$ cat src/sv/cmac_pkg.sv
// Shared types and operation codes for the complex multiply-accumulate pipeline.
`timescale 1ns / 1ps
package cmac_pkg;

  typedef enum logic [1:0] {
    OP_WIDE  = 2'd0,
    OP_Q15   = 2'd1,
    OP_ROUND = 2'd2
  } cmac_op_e;

  localparam int unsigned HalfW   = 16;
  localparam int unsigned WordW   = 32;
  localparam int unsigned AccW    = 64;
  localparam int unsigned ShiftW  = 5;
  localparam int unsigned Q15Shift = 15;

  typedef struct packed {
    logic [1:0]        op;
    logic [AccW-1:0]   d;
    logic [ShiftW-1:0] sh;
    logic [HalfW-1:0]  rnd;
  } cmac_ctl_t;

  typedef struct packed {
    logic [WordW-1:0] rr;
    logic [WordW-1:0] ii;
    logic [WordW-1:0] ri;
    logic [WordW-1:0] ir;
  } cmac_prod_t;

  typedef struct packed {
    logic [WordW-1:0] re;
    logic [WordW-1:0] im;
  } cmac_cplx_t;

endpackage

$ cat src/sv/cmac_mul.sv
// First pipeline stage: the four signed 16x16 partial products.
`timescale 1ns / 1ps
module cmac_mul (
  input  logic               clk_i,
  input  logic               rst_ni,
  input  logic               in_valid_i,
  output logic               in_ready_o,
  input  logic [31:0]        src_a_i,
  input  logic [31:0]        src_b_i,
  input  cmac_pkg::cmac_ctl_t ctl_i,
  output logic               out_valid_o,
  input  logic               out_ready_i,
  output cmac_pkg::cmac_prod_t prod_o,
  output cmac_pkg::cmac_ctl_t  ctl_o
);
  import cmac_pkg::*;

  logic       valid_q;
  cmac_prod_t prod_d, prod_q;
  cmac_ctl_t  ctl_q;

  assign in_ready_o = !valid_q || out_ready_i;

  always_comb begin
    prod_d.rr = WordW'($signed(src_a_i[15:0]) * $signed(src_b_i[15:0]));
    prod_d.ii = WordW'($signed(src_a_i[31:16]) * $signed(src_b_i[31:16]));
    prod_d.ri = WordW'($signed(src_a_i[15:0]) * $signed(src_b_i[31:16]));
    prod_d.ir = WordW'($signed(src_a_i[31:16]) * $signed(src_b_i[15:0]));
  end

  always_ff @(posedge clk_i or negedge rst_ni) begin
    if (!rst_ni) begin
      valid_q <= 1'b0;
    end else if (in_ready_o) begin
      valid_q <= in_valid_i;
    end
  end

  always_ff @(posedge clk_i) begin
    if (in_ready_o && in_valid_i) begin
      prod_q <= prod_d;
      ctl_q  <= ctl_i;
    end
  end

  assign out_valid_o = valid_q;
  assign prod_o      = prod_q;
  assign ctl_o       = ctl_q;

  a_stall_keeps_valid : assert property (@(posedge clk_i) disable iff (!rst_ni)
    valid_q && !out_ready_i |=> valid_q)
    else $error("stage one dropped a stalled item");

  a_stall_keeps_data : assert property (@(posedge clk_i) disable iff (!rst_ni)
    valid_q && !out_ready_i |=> $stable(prod_q) && $stable(ctl_q))
    else $error("stage one changed a stalled item");

  a_empty_is_ready : assert property (@(posedge clk_i) disable iff (!rst_ni)
    !valid_q |-> in_ready_o)
    else $error("empty stage one refused a transfer");

endmodule

$ cat src/sv/cmac_sum.sv
// Second pipeline stage: real and imaginary sums of the partial products.
`timescale 1ns / 1ps
module cmac_sum (
  input  logic                 clk_i,
  input  logic                 rst_ni,
  input  logic                 in_valid_i,
  output logic                 in_ready_o,
  input  cmac_pkg::cmac_prod_t prod_i,
  input  cmac_pkg::cmac_ctl_t  ctl_i,
  output logic                 out_valid_o,
  input  logic                 out_ready_i,
  output cmac_pkg::cmac_cplx_t cplx_o,
  output cmac_pkg::cmac_ctl_t  ctl_o
);
  import cmac_pkg::*;

  logic       valid_q;
  cmac_cplx_t cplx_d, cplx_q;
  cmac_ctl_t  ctl_q;

  assign in_ready_o = !valid_q || out_ready_i;

  always_comb begin
    cplx_d.re = prod_i.rr - prod_i.ii;
    cplx_d.im = prod_i.ri + prod_i.ir;
  end

  always_ff @(posedge clk_i or negedge rst_ni) begin
    if (!rst_ni) begin
      valid_q <= 1'b0;
    end else if (in_ready_o) begin
      valid_q <= in_valid_i;
    end
  end

  always_ff @(posedge clk_i) begin
    if (in_ready_o && in_valid_i) begin
      cplx_q <= cplx_d;
      ctl_q  <= ctl_i;
    end
  end

  assign out_valid_o = valid_q;
  assign cplx_o      = cplx_q;
  assign ctl_o       = ctl_q;

endmodule

$ cat src/sv/cmac_fin.sv
// Third pipeline stage: accumulate, scale or round, and the output register.
`timescale 1ns / 1ps
module cmac_fin (
  input  logic                 clk_i,
  input  logic                 rst_ni,
  input  logic                 in_valid_i,
  output logic                 in_ready_o,
  input  cmac_pkg::cmac_cplx_t cplx_i,
  input  cmac_pkg::cmac_ctl_t  ctl_i,
  output logic                 out_valid_o,
  input  logic                 out_ready_i,
  output logic [63:0]          result_o
);
  import cmac_pkg::*;

  logic              valid_q;
  logic [AccW-1:0]   result_d, result_q;
  logic [WordW-1:0]  re_rnd, im_rnd;
  logic [WordW-1:0]  re_asr, im_asr;
  logic [WordW-1:0]  re_q15, im_q15;
  logic [HalfW-1:0]  re_h, im_h;

  assign in_ready_o = !valid_q || out_ready_i;

  always_comb begin
    re_rnd = cplx_i.re + {{(WordW-HalfW){1'b0}}, ctl_i.rnd};
    im_rnd = cplx_i.im + {{(WordW-HalfW){1'b0}}, ctl_i.rnd};
    re_asr = WordW'($signed(re_rnd) >>> ctl_i.sh);
    im_asr = WordW'($signed(im_rnd) >>> ctl_i.sh);
    re_q15 = WordW'($signed(cplx_i.re) >>> Q15Shift);
    im_q15 = WordW'($signed(cplx_i.im) >>> Q15Shift);
    re_h   = '0;
    im_h   = '0;
    result_d = '0;
    unique case (ctl_i.op)
      OP_WIDE: begin
        result_d = {cplx_i.im + ctl_i.d[63:32], cplx_i.re + ctl_i.d[31:0]};
      end
      OP_Q15: begin
        re_h = re_q15[HalfW-1:0] + ctl_i.d[15:0];
        im_h = im_q15[HalfW-1:0] + ctl_i.d[31:16];
        result_d = {{(AccW-2*HalfW){1'b0}}, im_h, re_h};
      end
      OP_ROUND: begin
        re_h = re_asr[HalfW-1:0];
        im_h = im_asr[HalfW-1:0];
        result_d = {{(AccW-2*HalfW){1'b0}}, im_h, re_h};
      end
      default: begin
        result_d = '0;
      end
    endcase
  end

  always_ff @(posedge clk_i or negedge rst_ni) begin
    if (!rst_ni) begin
      valid_q <= 1'b0;
    end else if (in_ready_o) begin
      valid_q <= in_valid_i;
    end
  end

  always_ff @(posedge clk_i) begin
    if (in_ready_o && in_valid_i) begin
      result_q <= result_d;
    end
  end

  assign out_valid_o = valid_q;
  assign result_o    = result_q;

endmodule

$ cat src/sv/complex_multiply_accumulate_alu.sv
// Top level of the pipelined complex multiply-accumulate unit.
//
// Input channel: in_valid_i / in_ready_o carry operation_i, src_a_i, src_b_i,
// src_d_i, shift_amount_i and round_value_i; a transfer happens at a rising
// edge where both are high. Output channel: out_valid_o / out_ready_i carry
// result_o in the same way.
// The unit is a three-stage pipeline: partial products, complex sums, then
// accumulate, scale or round into the output register. An item accepted into
// the first stage moves through the sum register into the output register, where
// it is shown on result_o until it leaves in an output transfer.
// Throughput is one item per cycle while out_ready_i stays high; each stage holds
// one item and its own valid bit, so the pipeline holds up to three items in flight.
// When out_ready_i is low the stages fill up behind the output register and
// in_ready_o falls only once every stage holds an item; nothing is lost or
// repeated. Reset clears all valid bits, so the pipeline starts empty and
// in_ready_o is high right after reset.
`timescale 1ns / 1ps
module complex_multiply_accumulate_alu (
  input  logic        clk_i,
  input  logic        rst_ni,
  input  logic        in_valid_i,
  output logic        in_ready_o,
  input  logic [1:0]  operation_i,
  input  logic [31:0] src_a_i,
  input  logic [31:0] src_b_i,
  input  logic [63:0] src_d_i,
  input  logic [4:0]  shift_amount_i,
  input  logic [15:0] round_value_i,
  output logic        out_valid_o,
  input  logic        out_ready_i,
  output logic [63:0] result_o
);
  import cmac_pkg::*;

  cmac_ctl_t  ctl_in, ctl_s1, ctl_s2;
  cmac_prod_t prod_s1;
  cmac_cplx_t cplx_s2;
  logic       valid_s1, ready_s1, valid_s2, ready_s2;

  always_comb begin
    ctl_in.op  = operation_i;
    ctl_in.d   = src_d_i;
    ctl_in.sh  = shift_amount_i;
    ctl_in.rnd = round_value_i;
  end

  cmac_mul u_mul (
    .clk_i       (clk_i),
    .rst_ni      (rst_ni),
    .in_valid_i  (in_valid_i),
    .in_ready_o  (in_ready_o),
    .src_a_i     (src_a_i),
    .src_b_i     (src_b_i),
    .ctl_i       (ctl_in),
    .out_valid_o (valid_s1),
    .out_ready_i (ready_s1),
    .prod_o      (prod_s1),
    .ctl_o       (ctl_s1)
  );

  cmac_sum u_sum (
    .clk_i       (clk_i),
    .rst_ni      (rst_ni),
    .in_valid_i  (valid_s1),
    .in_ready_o  (ready_s1),
    .prod_i      (prod_s1),
    .ctl_i       (ctl_s1),
    .out_valid_o (valid_s2),
    .out_ready_i (ready_s2),
    .cplx_o      (cplx_s2),
    .ctl_o       (ctl_s2)
  );

  cmac_fin u_fin (
    .clk_i       (clk_i),
    .rst_ni      (rst_ni),
    .in_valid_i  (valid_s2),
    .in_ready_o  (ready_s2),
    .cplx_i      (cplx_s2),
    .ctl_i       (ctl_s2),
    .out_valid_o (out_valid_o),
    .out_ready_i (out_ready_i),
    .result_o    (result_o)
  );

endmodule

$ cat config.mk
export PLATFORM = sky130hd
export DESIGN_NAME = complex_multiply_accumulate_alu
export DESIGN_NICKNAME = d
export VERILOG_FILES = /design/src/sv/cmac_pkg.sv /design/src/sv/cmac_mul.sv /design/src/sv/cmac_sum.sv /design/src/sv/cmac_fin.sv /design/src/sv/complex_multiply_accumulate_alu.sv
export SDC_FILE = /design/constraint.sdc
export NUM_CORES = 2
export LEC_CHECK = 0
export ABC_CLOCK_PERIOD_IN_PS = 7250
export BUFFER_PORTS_ARGS = -buffer_cell sky130_fd_sc_hd__buf_2
export CORE_ASPECT_RATIO = 1.2
export CORE_MARGIN = 10
export CORE_UTILIZATION = 30
export DETAILED_ROUTE_END_ITERATION = 6
export PLACE_DENSITY = 0.43
export SLEW_MARGIN = 20
export SYNTH_ARGS = -nofsm -noshare
export SYNTH_HDL_FRONTEND = slang
export SYNTH_SLANG_ARGS = --single-unit
$ cat constraint.sdc
create_clock -name clk_i -period 7.25 [get_ports clk_i]
set_input_delay 1.45 -clock clk_i [delete_from_list [all_inputs] [get_ports clk_i]]
set_output_delay 1.45 -clock clk_i [all_outputs]
set_load 0.05 [all_outputs]
Word level (Yosys, flattened, before mapping)
Index checks and enable logic that the tools add are counted.

operators by class
  multiplexer cells = 1
  multiply operators = 4
  $lt $le $gt $ge = 0
  reductions and logical operators = 10
  div/mod/pow operators = 0
  $add $sub $neg = 8
  bitwise logic cells = 0
  equality and inequality tests = 2
  shifts and indexed selects = 2

operator list
  cell                                            count
  case mux 64 bit (3 select lines)                1
  multiplier 16 x 16 -> 32 bit                    4
  adder 32 bit                                    3
  adder 32 x 16 -> 32 bit                         2
  >>> shifter 32 x 5 -> 16 bit                    2
  adder 16 bit                                    2
  subtractor 32 bit                               1
  logical AND 1 bit                               3
  zero test 1 bit                                 3
  logical OR 1 bit                                3
  == test 2 x 1 -> 1 bit (second input constant)  1
  == test 2 bit (second input constant)           1
  zero test 2 bit                                 1

storage, ports and cells
  register bits = 433
  latch bits = 0
  output and inout port bits = 66
  bits in writable memories = 0
  bits of input ports = 155
  memories kept = 0
  memory bits (read-only) = 0

Longest topological paths before layout
  depth after elaboration = 5
  mapped depth = 25

Modules after synthesis
From an unflattened synthesis, not the netlist that was laid out.

second synthesis, totals
  cell total of the unflattened synthesis = 6978
  area total of the unflattened synthesis = 67203.2 um^2

by module, submodules not included
  module    seq. area each (um^2)  times used  cells each  area each (um^2)
  cmac_mul  6481.2                 1           4596        45924.0
  cmac_fin  1946.9                 1           1696        13047.5
  cmac_sum  4559.4                 1           686         8231.6

Worst setup path before layout
Ideal clock, no wire load.

  path type = input to register
  start point = input src_a_i[23]
  end point = register u_mul.prod_q (netlist bit u_mul.prod_o[30]), data pin
  cell stages on the path = 24
  setup slack = -0.687 ns
  data arrival time = 7.672 ns
  buffers on the path = 1
  data required time = 6.985 ns
  cell sequence = clkbuf_1 -> nand2_1 -> fa_1 -> inv_1 -> fa_1 -> inv_1 -> fa_1 -> inv_1 -> fa_1 -> fa_1 -> inv_1 -> fa_1 -> inv_1 -> ha_1 -> and3_1 -> a221o_1 -> a2111oi_0 -> o21ai_0 -> a22o_1 -> o41ai_1 -> nor2_1 -> a211oi_1 -> a22oi_1 -> xor2_1

RTL lines
  item                    RTL line                               source
  start: declaration      complex_multiply_accumulate_alu.sv:24  input logic [31:0] src_a_i,
  end signal: assignment  cmac_mul.sv:41                         prod_q <= prod_d;
  end: declaration        cmac_mul.sv:19                         cmac_prod_t prod_d, prod_q;

==> impl_metrics.env <==
export IMPL_postCtsSetupRepairBufs=0
export IMPL_whs_path_depth=0
export IMPL_drv_slew=0
export IMPL_grt_pass1_wl_mm=351
export IMPL_final_cell_mix="1246 x inv_1, 1052 x fa_1, 667 x nand2_1"
export IMPL_drc=0
export IMPL_route_vias_total=50507
export IMPL_io_pins=221
export IMPL_gp_congestion=0.923
export IMPL_groute_usage_overall_pct=19.1
export IMPL_worstPathRequired_ps=7650
export IMPL_wl_per_cell_um=22.2
export IMPL_ys_async_sr_fraction_pct=0.693
export IMPL_grt_max_degree=137
export IMPL_min_to="u_sum.ctl_o[57]$_DFFE_PP_"
export IMPL_status="finished, final reports clean"
export IMPL_die_width_um=450
export IMPL_grt_busiest_layer="met2"
export IMPL_crit_fanout=7
export IMPL_dp_hpwl_mm=199
export IMPL_gr_usage_met2_pct=34.8
export IMPL_cp_start_kind="primary input"
export IMPL_cap_violations=0
export IMPL_stdcell_area_um2=77700
export IMPL_fin_nets=9231
export IMPL_viasPerCell=4.80
export IMPL_drive_gt1_share_pct=14.6
export IMPL_placed_area_um2=75800
export IMPL_synth_seq_cells=433
export IMPL_numClockSinks=433
export IMPL_end_kind="flop"
export IMPL_htreeDepth=2
export IMPL_syn_to_final_growth_pct=16.9
export IMPL_layout_commonest_cell="inv_1"
export IMPL_finalSetupTns_ps=0
export IMPL_r2r_end="u_fin.result_o[24]$_DFFE_PP_"
export IMPL_period_share_pct=97.6
export IMPL_syn_nets=8573
export IMPL_holdCritPathClass="flop to flop"
export IMPL_syn_area_um2=66500
export IMPL_antenna_left=0
export IMPL_max_clock_path_buffers=3
export IMPL_grt_pass1_vias=55340
export IMPL_use_met3_pct=1.77
export IMPL_holdWs_ps=410
export IMPL_first_pass_iters=5
export IMPL_synth_cell_type_count=88
export IMPL_ys_flop_type="edfxtp_1"
export IMPL_reg2regPathDepth=11
export IMPL_clock_skew_ps=37.5
export IMPL_finalWirelength_mm=233
export IMPL_drtIter0Drc=2633
export IMPL_tritoncts="yes"
export IMPL_yosys_warnings=0
export IMPL_setup_viol=0
export IMPL_rsz0062_at_grt="yes"
export IMPL_ys_seq_area_share_pct=19.5
export IMPL_numCtsBuffers=52
export IMPL_die_h_um=536
export IMPL_root_buffer="clkbuf_16"
export IMPL_clkTransAtPathRegs_ps=60
export IMPL_worstSetupPathType="primary input to flop"
export IMPL_core_area_um2=221000
export IMPL_r2r_start="u_sum.ctl_o[2]$_DFFE_PP_"
export IMPL_use_met1_pct=23.5
export IMPL_worst_pin_slew_ps=1110
export IMPL_fin_crit_ps=7080
export IMPL_clk_latency_ps=680
export IMPL_row_count=189
export IMPL_io_buffers=220
export IMPL_gr_total_overflow=0
export IMPL_fmax_mhz=141
export IMPL_hold_viol=0
export IMPL_crit_arrival_ps=7480
export IMPL_initial_utilization_pct=30.1
export IMPL_r2r_slack_ps=2090
export IMPL_worstHoldStart="u_mul.ctl_o[57]$_DFFE_PP_"
export IMPL_syn_avg_cell_area_um2=9.71
export IMPL_relSlewSlack_pct=25.8
export IMPL_syn_inst=6848
export IMPL_synth_edf_count=430
export IMPL_die_area_um2=241000
export IMPL_antenna_found_initial=23
state kept, by name (all words and copies together) (netlist names):
signal / cells
u_sum.ctl_o: 87
u_mul.out_valid_o: 1
u_mul.ctl_o: 87
u_fin.result_o: 64
u_sum.out_valid_o: 1
u_fin.out_valid_o: 1
u_mul.prod_o: 128
u_sum.cplx_o: 64
what timing repair did:
action | 4_1_cts | 5_1_grt
gates resized for setup | 3 | 72
gates cloned | 0 | 1
pin swaps | 0 | 14
hold buffers | 0 | 0
setup endpoints to repair | 6 | 24
critical path: stages:
cell and delay, ps:
buf_4 160, buf_12 150, and2_1 180, fa_1 570, inv_1 60, fa_1 450
fa_1 510, fa_1 550, inv_1 50, fa_1 450, fa_1 560, ha_4 220
buf_4 150, and3_1 150, a21oi_1 120, o31a_1 220, a221oi_2 80, buf_4 170
a22o_1 230, o41ai_2 370, nor2_1 90, a211oi_2 240, a22oi_1 110, xor2_1 160
layout make-up:
| type | instances | area (µm²) |
|---|---|---|
| antenna | 6 | 15.0 |
| clock buffer | 55 | 1310 |
| clock inverter | 41 | 354 |
| fill | 22852 | 143000 |
| inverter | 1250 | 4690 |
| multi-input combinational | 4890 | 48000 |
| sequential | 433 | 13000 |
| tap | 2960 | 3700 |
| timing repair buffer | 879 | 6660 |
routing by layer:
layer,share of wire (%),wire (µm)
met1,42,98200
met2,51,118000
met3,3.3,7630
met4,3.9,9190
met5,0.034,80
stage by stage:
step                      std cells  utilization (%)  worst slack, ps
final                         10514             35.2              171
after global routing          10509             35.2            -49.1
after CTS                     10507             35.1             33.1
after detailed placement      10411             34.3             -835
after global placement        10411             34.3             -817
after floorplan                6848                -             -160
cell usage after synthesis (16+ instances only):
cell type | number | share of area [%]
a2111oi_0 | 19 | 0.25
a211o_1 | 21 | 0.28
a211oi_1 | 71 | 0.80
a21o_1 | 135 | 1.5
a21oi_1 | 246 | 1.9
a22oi_1 | 16 | 0.18
a31oi_1 | 39 | 0.37
and2_1 | 521 | 4.9
and3_1 | 38 | 0.36
buf_1 | 18 | 0.10
clkbuf_1 | 249 | 1.4
edfxtp_1 | 430 | 19
fa_1 | 1056 | 32
ha_1 | 514 | 9.7
inv_1 | 1247 | 7.0
mux2_2 | 30 | 0.51
mux2i_1 | 41 | 0.62
mux4_2 | 19 | 0.64
nand2_1 | 667 | 3.8
nand2b_1 | 47 | 0.44
nand3_1 | 69 | 0.52
nand4_1 | 31 | 0.29
nor2_1 | 281 | 1.6
nor2b_1 | 42 | 0.39
nor3_1 | 81 | 0.61
nor4_1 | 18 | 0.17
o211ai_1 | 57 | 0.64
o21a_1 | 54 | 0.61
o21ai_0 | 147 | 1.1
o21bai_1 | 32 | 0.36
o22ai_1 | 20 | 0.19
or2_2 | 25 | 0.24
or3_1 | 31 | 0.29
xnor2_1 | 224 | 2.9
xor2_1 | 84 | 1.1
cells by family after synthesis:
| family | synth area share (%) |
|---|---|
| AOI/OAI and AO/OA | 10.6 |
| xor gates and xnor gates | 4.05 |
| adders and majority gates | 41.4 |
| buffers and inverters | 8.63 |
| DFF | 19.5 |
| muxes | 1.77 |
| and+or+nand+nor | 14.0 |
worst max path at each step:
| stage | from | endpoint | slack, ps | cells after the start |
|---|---|---|---|---|
| 6_report | src_a_i[23] | u_mul.prod_o[30]$_DFFE_PP_ | 170 | 24 |
| 3_3_place_gp | src_b_i[20] | u_mul.prod_o[92]$_DFFE_PP_ | -820 | 24 |
| 2_1_floorplan | src_a_i[30] | u_mul.prod_o[30]$_DFFE_PP_ | -160 | 23 |
| 5_1_grt | src_a_i[23] | u_mul.prod_o[30]$_DFFE_PP_ | -50 | 24 |
| 4_1_cts | src_b_i[20] | u_mul.prod_o[93]$_DFFE_PP_ | 30 | 24 |
| 3_5_place_dp | src_b_i[20] | u_mul.prod_o[94]$_DFFE_PP_ | -830 | 24 |
Power is not shown: default switching activity piles up to over one toggle a cycle in this logic, so the estimate is an artifact.
